`src/rtl/usb_config_descriptor_walker_core_assert.svh`:
```
// Assertion macros shared by the descriptor walker RTL files
// Needs nothing else; included by the modules that carry checks
`ifndef USB_CONFIG_DESCRIPTOR_WALKER_CORE_ASSERT_SVH
`define USB_CONFIG_DESCRIPTOR_WALKER_CORE_ASSERT_SVH

// same-cycle implication
`define UCDW_ASSERT_IMP(name, clk, rst_n, ante, cons) \
  name: assert property (@(posedge clk) disable iff (!rst_n) (ante) |-> (cons)) \
    else $error("ucdw same-cycle check failed");

// next-cycle implication
`define UCDW_ASSERT_NEXT(name, clk, rst_n, ante, cons) \
  name: assert property (@(posedge clk) disable iff (!rst_n) (ante) |=> (cons)) \
    else $error("ucdw next-cycle check failed");

`endif

```
`src/rtl/ucdw_pkg.sv`:
```
// Types and constants for the USB configuration descriptor walker
// No dependencies; imported by ucdw_out_fifo and the top level
package ucdw_pkg;

  typedef struct packed {
    logic [7:0]  data_byte;
    logic        first_byte;
    logic [15:0] buffer_length;
  } ucdw_in_t;

  typedef enum logic [1:0] {
    KIND_INTERFACE = 2'd0,
    KIND_ENDPOINT  = 2'd1,
    KIND_SUMMARY   = 2'd2
  } rec_kind_e;

  typedef struct packed {
    rec_kind_e   record_kind;
    logic [2:0]  interface_number;
    logic [7:0]  interface_class;
    logic [3:0]  endpoint_index;
    logic [7:0]  endpoint_address;
    logic [2:0]  endpoint_type;
    logic [10:0] max_packet_size;
    logic [7:0]  poll_interval;
    logic [7:0]  slot_id;
    logic [3:0]  interface_count;
    logic        last_result;
  } ucdw_out_t;

  // records written into the output buffer this cycle
  typedef struct packed {
    logic first_vld;
    logic second_vld;
  } ucdw_push_t;

  localparam logic [7:0] TYPE_INTERFACE = 8'd4;
  localparam logic [7:0] TYPE_ENDPOINT  = 8'd5;
  localparam int unsigned CAP_BYTES     = 5;
  localparam int unsigned CAP_W         = 8 * CAP_BYTES;
  localparam int unsigned DIR_BIT       = 7;

  localparam int unsigned FIFO_DEPTH = 4;
  localparam int unsigned FIFO_PW    = $clog2(FIFO_DEPTH);
  localparam int unsigned FIFO_CW    = $clog2(FIFO_DEPTH + 1);

endpackage

```
`src/rtl/ucdw_out_fifo.sv`:
```
// Output record buffer of the descriptor walker: takes up to two records
// per cycle, hands out one per cycle while out_ready_i is high. Depends on ucdw_pkg
`include "usb_config_descriptor_walker_core_assert.svh"

module ucdw_out_fifo import ucdw_pkg::*; (
  input  logic                clk_i,
  input  logic                rst_ni,
  input  ucdw_push_t          push_i,
  input  ucdw_out_t [1:0]     rec_i,
  output logic                room_o,
  output logic                out_valid_o,
  input  logic                out_ready_i,
  output ucdw_out_t           out_data_o
);

  ucdw_out_t            entry_q [FIFO_DEPTH];
  logic [FIFO_PW-1:0]   wr_ptr_q, wr_ptr_d;
  logic [FIFO_PW-1:0]   rd_ptr_q, rd_ptr_d;
  logic [FIFO_CW-1:0]   count_q, count_d;
  logic [FIFO_CW-1:0]   push_cnt;
  logic                 pop;

  assign out_valid_o = (count_q != '0);
  assign out_data_o  = entry_q[rd_ptr_q];
  assign pop         = out_valid_o && out_ready_i;
  // room for the worst case of two records from one item
  assign room_o      = (count_q <= FIFO_CW'(FIFO_DEPTH - 2));
  assign push_cnt    = FIFO_CW'(push_i.first_vld) + FIFO_CW'(push_i.second_vld);

  always_comb begin
    wr_ptr_d = wr_ptr_q + FIFO_PW'(push_cnt);
    rd_ptr_d = pop ? rd_ptr_q + FIFO_PW'(1) : rd_ptr_q;
    count_d  = count_q + push_cnt - FIFO_CW'(pop);
  end

  always_ff @(posedge clk_i) begin
    if (push_i.first_vld) begin
      entry_q[wr_ptr_q] <= rec_i[0];
    end
    if (push_i.second_vld) begin
      entry_q[wr_ptr_q + FIFO_PW'(1)] <= rec_i[1];
    end
  end

  always_ff @(posedge clk_i or negedge rst_ni) begin
    if (!rst_ni) begin
      wr_ptr_q <= '0;
      rd_ptr_q <= '0;
      count_q  <= '0;
    end else begin
      wr_ptr_q <= wr_ptr_d;
      rd_ptr_q <= rd_ptr_d;
      count_q  <= count_d;
    end
  end

  `UCDW_ASSERT_IMP(a_fifo_push_room, clk_i, rst_ni, push_i.first_vld, room_o)
  `UCDW_ASSERT_IMP(a_fifo_push_order, clk_i, rst_ni, push_i.second_vld, push_i.first_vld)
  `UCDW_ASSERT_NEXT(a_fifo_pop_count, clk_i, rst_ni, pop && !push_i.first_vld,
                    count_q + FIFO_CW'(1) == $past(count_q))

endmodule

```
`src/rtl/usb_config_descriptor_walker_core.sv`:
```
// Walks a USB configuration descriptor one byte per item: skips the header,
// follows descriptors by length and type, reports interfaces, endpoints and
// a final summary. Takes one byte every cycle; a byte yields up to two
// records, which leave through a four-entry buffer at one per cycle while
// out_ready_i is high; in_ready_o drops while fewer than two buffer slots
// are free. Endpoint counts per interface live in a registered-read RAM read
// ahead at the current interface, with write forwarding; per-entry valid
// bits clear it on every new buffer, so no clearing pass is needed.
// Depends on ucdw_pkg and ucdw_out_fifo
`include "usb_config_descriptor_walker_core_assert.svh"

module usb_config_descriptor_walker_core import ucdw_pkg::*; #(
  parameter int unsigned MAX_INTERFACES = 8,
  parameter int unsigned MAX_ENDPOINTS  = 16
) (
  input  logic       clk_i,
  input  logic       rst_ni,
  input  logic       in_valid_i,
  output logic       in_ready_o,
  input  ucdw_in_t   in_data_i,
  output logic       out_valid_o,
  input  logic       out_ready_i,
  output ucdw_out_t  out_data_o,
  input  logic       cfg_valid_i,
  output logic       cfg_ready_o,
  input  logic [7:0] cfg_data_i
);

  localparam int unsigned IW = (MAX_INTERFACES > 1) ? $clog2(MAX_INTERFACES) : 1;
  localparam int unsigned SW = $clog2(MAX_INTERFACES + 1);
  localparam int unsigned CW = $clog2(MAX_ENDPOINTS + 1);

  // walk state
  logic [7:0]        slot_q;
  logic              stopped_q, stopped_d;
  logic [15:0]       total_q, total_d;
  logic [15:0]       off_q, off_d;
  logic [15:0]       start_q, start_d;
  logic [7:0]        dlen_q, dlen_d;
  logic [7:0]        dtype_q, dtype_d;
  logic [CAP_W-1:0]  cap_q, cap_d;
  logic              cur_if_ok_q, cur_if_ok_d;
  logic [IW-1:0]     cur_if_q, cur_if_d;
  logic [SW-1:0]     seen_q, seen_d;

  // endpoint count RAM and its read-ahead path
  logic [CW-1:0]             cnt_mem [MAX_INTERFACES];
  logic [MAX_INTERFACES-1:0] ep_vld_q, ep_vld_d;
  logic [CW-1:0]             rd_data_q;
  logic                      rd_vld_q;
  logic                      fwd_hit_q;
  logic [CW-1:0]             fwd_data_q;
  logic                      mem_we;
  logic [IW-1:0]             wr_addr;
  logic [CW-1:0]             wr_data;
  logic [CW-1:0]             cnt_eff;

  // byte decode
  logic              in_acc, first, active;
  logic [7:0]        b;
  logic [15:0]       tot, off, start, rel;
  logic [SW-1:0]     seen_cur, seen_new;
  logic              at_start, past, over, end_hit, stop;
  logic [7:0]        dtype_new;
  logic [CAP_W-1:0]  cap_new;
  logic [2:0]        cap_idx;
  logic              finish, is_if, is_ep, if_ok, push_if, push_ep, have_fin;
  logic [7:0]        num;
  logic [8:0]        num_inc;

  ucdw_out_t         fin_rec, sum_rec;
  ucdw_out_t [1:0]   rec;
  ucdw_push_t        push;
  logic              fifo_room;

  assign cfg_ready_o = 1'b1;
  assign in_ready_o  = fifo_room;
  assign in_acc      = in_valid_i && in_ready_o;

  assign b        = in_data_i.data_byte;
  assign first    = in_data_i.first_byte;
  assign active   = first || !stopped_q;
  assign tot      = first ? in_data_i.buffer_length : total_q;
  assign off      = first ? 16'd0 : off_q;
  assign start    = first ? {8'h00, b} : start_q;
  assign seen_cur = first ? '0 : seen_q;

  assign at_start = (off == start);
  assign past     = (off > start);
  assign rel      = off - start;
  assign over     = ({1'b0, start} + {9'd0, b}) > {1'b0, tot};
  assign end_hit  = ({1'b0, off} + 17'd1) >= {1'b0, tot};
  assign stop     = active && ((at_start && ((b < 8'd2) || over)) || end_hit);

  // merge this byte into the descriptor fields before finishing on it
  always_comb begin
    dtype_new = dtype_q;
    cap_new   = cap_q;
    cap_idx   = 3'(rel - 16'd2);
    if (rel == 16'd1) begin
      dtype_new = b;
    end else if (rel >= 16'd2 && rel <= 16'd6) begin
      cap_new[{cap_idx, 3'b000} +: 8] = b;
    end
  end

  assign finish  = active && past && (({1'b0, rel} + 17'd1) == {9'd0, dlen_q});
  assign is_if   = (dtype_new == TYPE_INTERFACE);
  assign is_ep   = (dtype_new == TYPE_ENDPOINT);
  assign num     = cap_new[7:0];
  assign num_inc = {1'b0, num} + 9'd1;
  assign if_ok   = ({1'b0, num} < 9'(MAX_INTERFACES));

  assign cnt_eff  = fwd_hit_q ? fwd_data_q : (rd_vld_q ? rd_data_q : '0);
  assign push_if  = finish && is_if && if_ok;
  assign push_ep  = finish && is_ep && cur_if_ok_q && (cnt_eff < CW'(MAX_ENDPOINTS));
  assign have_fin = push_if || push_ep;

  assign seen_new = (push_if && (num_inc > 9'(seen_cur))) ? SW'(num_inc) : seen_cur;

  // records
  always_comb begin
    fin_rec = '0;
    fin_rec.slot_id = slot_q;
    if (push_if) begin
      fin_rec.record_kind      = KIND_INTERFACE;
      fin_rec.interface_number = 3'(num);
      fin_rec.interface_class  = cap_new[31:24];
    end else begin
      fin_rec.record_kind      = KIND_ENDPOINT;
      fin_rec.interface_number = 3'(cur_if_q);
      fin_rec.endpoint_index   = 4'(cnt_eff);
      fin_rec.endpoint_address = cap_new[7:0];
      fin_rec.endpoint_type    = {cap_new[DIR_BIT], cap_new[9:8]};
      fin_rec.max_packet_size  = {cap_new[26:24], cap_new[23:16]};
      fin_rec.poll_interval    = cap_new[39:32];
    end

    sum_rec = '0;
    sum_rec.record_kind     = KIND_SUMMARY;
    sum_rec.slot_id         = slot_q;
    sum_rec.interface_count = 4'(seen_new);
    sum_rec.last_result     = 1'b1;

    rec[0] = have_fin ? fin_rec : sum_rec;
    rec[0].last_result = !(have_fin && stop);
    rec[1] = sum_rec;

    push.first_vld  = in_acc && (have_fin || stop);
    push.second_vld = in_acc && have_fin && stop;
  end

  // count RAM write: interface resets its count, endpoint bumps it
  assign mem_we  = in_acc && (push_if || push_ep);
  assign wr_addr = push_if ? IW'(num) : cur_if_q;
  assign wr_data = push_if ? '0 : cnt_eff + CW'(1);

  always_comb begin
    stopped_d   = stopped_q;
    total_d     = total_q;
    off_d       = off_q;
    start_d     = start_q;
    dlen_d      = dlen_q;
    dtype_d     = dtype_q;
    cap_d       = cap_q;
    cur_if_ok_d = cur_if_ok_q;
    cur_if_d    = cur_if_q;
    seen_d      = seen_q;
    ep_vld_d    = ep_vld_q;
    if (in_acc && active) begin
      if (first) begin
        total_d     = in_data_i.buffer_length;
        start_d     = {8'h00, b};
        stopped_d   = 1'b0;
        cur_if_ok_d = 1'b0;
        cur_if_d    = '0;
        ep_vld_d    = '0;
      end
      if (at_start) begin
        dlen_d  = b;
        dtype_d = '0;
        cap_d   = '0;
      end else if (past) begin
        dtype_d = dtype_new;
        cap_d   = cap_new;
        if (finish) begin
          start_d = start + {8'h00, dlen_q};
          if (is_if) begin
            cur_if_ok_d = if_ok;
            cur_if_d    = if_ok ? IW'(num) : '0;
          end
        end
      end
      seen_d = seen_new;
      if (stop) begin
        stopped_d = 1'b1;
        off_d     = off;
      end else begin
        off_d = off + 16'd1;
      end
      for (int i = 0; i < MAX_INTERFACES; i++) begin
        if (mem_we && wr_addr == IW'(i)) begin
          ep_vld_d[i] = 1'b1;
        end
      end
    end
  end

  // read ahead at the next current interface; same-edge write is forwarded
  always_ff @(posedge clk_i) begin
    if (mem_we) begin
      cnt_mem[wr_addr] <= wr_data;
    end
    rd_data_q <= cnt_mem[cur_if_d];
  end

  always_ff @(posedge clk_i or negedge rst_ni) begin
    if (!rst_ni) begin
      slot_q      <= '0;
      stopped_q   <= 1'b1;
      total_q     <= '0;
      off_q       <= '0;
      start_q     <= '0;
      dlen_q      <= '0;
      dtype_q     <= '0;
      cap_q       <= '0;
      cur_if_ok_q <= 1'b0;
      cur_if_q    <= '0;
      seen_q      <= '0;
      ep_vld_q    <= '0;
      rd_vld_q    <= 1'b0;
      fwd_hit_q   <= 1'b0;
      fwd_data_q  <= '0;
    end else begin
      if (cfg_valid_i && cfg_ready_o) begin
        slot_q <= cfg_data_i;
      end
      stopped_q   <= stopped_d;
      total_q     <= total_d;
      off_q       <= off_d;
      start_q     <= start_d;
      dlen_q      <= dlen_d;
      dtype_q     <= dtype_d;
      cap_q       <= cap_d;
      cur_if_ok_q <= cur_if_ok_d;
      cur_if_q    <= cur_if_d;
      seen_q      <= seen_d;
      ep_vld_q    <= ep_vld_d;
      rd_vld_q    <= ep_vld_d[cur_if_d];
      fwd_hit_q   <= mem_we && (wr_addr == cur_if_d);
      fwd_data_q  <= wr_data;
    end
  end

  ucdw_out_fifo u_out_fifo (
    .clk_i       (clk_i),
    .rst_ni      (rst_ni),
    .push_i      (push),
    .rec_i       (rec),
    .room_o      (fifo_room),
    .out_valid_o (out_valid_o),
    .out_ready_i (out_ready_i),
    .out_data_o  (out_data_o)
  );

  `UCDW_ASSERT_IMP(a_idle_silent, clk_i, rst_ni,
                   in_acc && !first && stopped_q, !push.first_vld)
  `UCDW_ASSERT_NEXT(a_summary_stops, clk_i, rst_ni, in_acc && stop, stopped_q)
  `UCDW_ASSERT_NEXT(a_restart_clears, clk_i, rst_ni, in_acc && first,
                    !cur_if_ok_q && (ep_vld_q == '0) && !fwd_hit_q)

endmodule

```
`config.mk`:
```
export PLATFORM = sky130hd
export DESIGN_NAME = usb_config_descriptor_walker_core
export DESIGN_NICKNAME = d
export VERILOG_FILES = /design/src/rtl/ucdw_pkg.sv /design/src/rtl/ucdw_out_fifo.sv /design/src/rtl/usb_config_descriptor_walker_core.sv
export VERILOG_INCLUDE_DIRS = /design/src /design/src/rtl
export SDC_FILE = /design/constraint.sdc
export NUM_CORES = 1
export LEC_CHECK = 0
export ABC_CLOCK_PERIOD_IN_PS = 10700
export BUFFER_PORTS_ARGS = -buffer_cell sky130_fd_sc_hd__buf_4
export CELL_PAD_IN_SITES_DETAIL_PLACEMENT = 1
export CELL_PAD_IN_SITES_GLOBAL_PLACEMENT = 1
export CORE_ASPECT_RATIO = 0.9
export CORE_MARGIN = 4
export CORE_UTILIZATION = 29
export DETAILED_ROUTE_END_ITERATION = 12
export GPL_TIMING_DRIVEN = 0
export HOLD_SLACK_MARGIN = 0.15
export PLACE_DENSITY_LB_ADDON = 0.1
export SYNTH_ARGS = -nofsm -noshare
export SYNTH_HDL_FRONTEND = slang
export SYNTH_SLANG_ARGS = --single-unit
```
`constraint.sdc`:
```
create_clock -name clk_i -period 10.7 [get_ports clk_i]
set_input_delay 1.605 -clock clk_i [delete_from_list [all_inputs] [get_ports clk_i]]
set_output_delay 1.605 -clock clk_i [all_outputs]
set_load 0.1 [all_outputs]
```
==> flow_metrics.env <==
export IMPL_post_synth_cell_area_avg_um2=9.49
export IMPL_hold_worst_slack_ps=447
export IMPL_async_reset_ff_share_pct=32.8
export IMPL_worst_endpoint_required_ps=11030
export IMPL_multi_input_area_mm2=0.0119
export IMPL_global_route_wire_length_before_repair_um=131000
export IMPL_detailedPlacementHpwl_um=66100
export IMPL_detail_route_drc_violations=0
export IMPL_core_area_mm2=0.0769
export IMPL_num_antenna_cells=0
export IMPL_synthesis_instances=2388
export IMPL_fp_row_count=96
export IMPL_antenna_found_initial=3
export IMPL_synth_cell_type_count=93
export IMPL_synth_seq_cells=418
export IMPL_cts_hold_buf=0
export IMPL_route_detailed_wl_per_inst_um=24.4
export IMPL_crit_path_end_kind="flop"
export IMPL_synth_area_mm2=0.0227
export IMPL_route_vias_total=19200
export IMPL_via_count_of_the_first_global_routing_pass=19900
export IMPL_insertion_delay_ps=610
export IMPL_finalWorstPathRequiredPeriod_ps=10330
export IMPL_unrepaired_setup_endpoints_after_global_routing="no"
export IMPL_timing_slew_headroom_pct=8.23
export IMPL_grt_overflow_total=0
export IMPL_place_gp_congestion=0.834
export IMPL_pin_count=101
export IMPL_fp_dieArea_mm2=0.0827
export IMPL_synth_main_ff_cell="dfxtp_1"
export IMPL_fin_nets=2661
export IMPL_worstHoldPathType="reg -> reg"
export IMPL_area_growth_synth_to_final_pct=16.8
export IMPL_ys_warn_count=0
export IMPL_die_y_um=273
export IMPL_layout_commonest_cell="nand2_1"
export IMPL_tritoncts="yes"
export IMPL_setup_viol=0
export IMPL_layout_worst_path_cycle_share_pct=96.5
export IMPL_cts_htree_levels=2
export IMPL_power_ir_vdd_worst_v=0.000154
export IMPL_cts_inserted_buffers=51
export IMPL_cp_slowest_stage_delay_ps=650
export IMPL_power_density_mw_per_mm2=190
export IMPL_worstPathArrival_ps=10660
export IMPL_drt_pre_antenna_iters=5
export IMPL_total_leakage_power_nw=10.5
export IMPL_drtIter0Drc=1088
export IMPL_yosysSeqAreaShare_pct=43.8
export IMPL_clk_pin_slew_ps=60
export IMPL_cts_max_path_buffers=3
export IMPL_tritoncts_num_sinks=418
export IMPL_max_clock_freq_mhz=96.8
export IMPL_outcome="finished, final reports clean"
export IMPL_critPathSlowestCell="xnor2_1"
export IMPL_register_area_mm2=0.00994
export IMPL_initial_core_util_pct=29.5
export IMPL_timing_critical_path_fanout_max=19
export IMPL_finalPower_w=0.00504
export IMPL_timing_final_hold_violations=0
export IMPL_antenna_violating_nets_post_route=0
export IMPL_routed_wirelength_um=88100
export IMPL_ctsRootBufferMaster="clkbuf_16"
export IMPL_layout_common_cells="nand2_1, a21oi_1, nor2_1"
export IMPL_synth_edf_count=88
export IMPL_global_router_s_overall_resource_usage_pct=21.0
export IMPL_drive_above_1_share_pct=13.1
export IMPL_critical_path_startpoint_type="input pin"
export IMPL_timing_final_max_slew_violations=0
export IMPL_portBuffers=97
export IMPL_fill_cells=8822
export IMPL_max_cap_violations=0
export IMPL_vias_per_cell=5.32
export IMPL_critical_path_class="in -> reg"
export IMPL_fin_skew_ps=33.6
export IMPL_worst_slew_pin_slew_ps=1380
export IMPL_fp_dieW_um=303
export IMPL_synth_net_count=2511
export IMPL_grt_start_max_net_pins=80
state kept, by name, indices dropped and copies added, names as in the netlist, 2 cells and up:
name and flops:
ep_vld_q 8, dlen_q 8, start_q 16, u_out_fifo.rd_ptr_q 2, cur_if_q 3, fwd_data_q 5
off_q 16, u_out_fifo.count_q 3, cap_q 34, rd_data_q 5, seen_q 4, total_q 16
u_out_fifo.wr_ptr_q 2, cnt_mem 40, dtype_q 8, slot_q 8, u_out_fifo.entry_q 236
per-stage QoR:
stage	cells	util, %	setup TNS (ps)	setup WS [ps]	instance area (µm²)
after detailed placement	3515	32.2	-268100	-2310	24700
final	3605	34.4	0	370	26500
after global placement	3514	32.1	-247940	-2190	24700
after CTS	3605	34.4	0	251	26500
after global routing	3605	34.4	0	53.8	26500
after floorplan	2388	-	0	2220	22700
Yosys cell counts, drive strengths merged, types with 52 or more instances:
library cell | number | share of area (%)
dfxtp | 193 | 17
nor2 | 203 | 3.4
a21oi | 250 | 5.6
o21ai | 88 | 2.0
or3 | 64 | 1.8
nor2b | 72 | 2.0
mux4 | 59 | 5.9
clkbuf | 103 | 1.7
ha | 81 | 4.5
mux2i | 82 | 3.6
edfxtp | 88 | 12
nand2 | 304 | 5.0
dfrtp | 136 | 15
nor3 | 94 | 2.1
inv | 58 | 0.96
xnor2 | 52 | 2.1
layout make-up:
cell class	instances	share of cell area, %
multi-input cells	1759	44.9
repair buffers	98	2.88
clock inverters	19	1.04
well taps	1029	4.86
inverters	59	0.837
plain buffers	151	2.46
flip-flops and latches	418	37.5
clock buffers	72	5.46
kinds of logic (layout without fill, tap and decap cells):
| group | Yosys count | in the layout | synth area share (%) |
|---|---|---|---|
| and+or+nand+nor | 925 | 925 | 19.9 |
| adders and majority gates | 85 | 85 | 4.82 |
| muxes | 171 | 171 | 11.0 |
| AOI/OAI and AO/OA | 499 | 499 | 13.5 |
| buffers and inverters | 211 | 399 | 3.84 |
| other | 1 | 1 | 0.0165 |
| DFF | 418 | 418 | 43.8 |
| xor gates and xnor gates | 78 | 78 | 3.10 |
final timing paths:
kind	startpoint	end	slack [ps]	cells past startpoint
max reg2reg	off_q[1]	u_out_fifo.entry_q[3][1]	2690	22
max in group asynchronous	rst_ni	cap_q[8]	8900	2
min	u_out_fifo.entry_q[0][59]	u_out_fifo.entry_q[0][59]	450	2
max	in_data_i[16]	u_out_fifo.entry_q[3][1]	370	29
min in group asynchronous	rst_ni	total_q[9]	930	1
min reg2reg	u_out_fifo.entry_q[0][59]	u_out_fifo.entry_q[0][59]	450	2
metal layers:
metal | vias to the layer above | global-route usage (%) | part of all wire (%) | routed length [µm]
met2 | 389 | 32.8 | 44 | 39200
met5 | - | 0 | 0 | 0
li1 | 8843 | - | - | -
met1 | 9831 | 30.5 | 48 | 42500
met3 | 108 | 3.73 | 5.3 | 4680
met4 | 0 | 4.37 | 1.9 | 1680
report_power, final:
part           internal, W  total, W  switching [W]
clock network      0.00108   0.00181       0.000730
logic             0.000483   0.00149        0.00101
registers          0.00168   0.00173      0.0000512
timing repair:
item,4_1_cts,5_1_grt
setup endpoints to repair,195,15
endpoints found under the hold margin,0,0
resized for setup,7,3
setup buffers,0,0
critical path, delay by kind of cell:
family / cells / cell delay (ps)
mux: 4 / 1770
buf+inv: 9 / 2540
fa+ha+maj: 4 / 980
compound gates: 6 / 1420
xor+xnor: 1 / 650
simple gates: 5 / 1640
No activity file was read; power rests on OpenSTA's default activity.
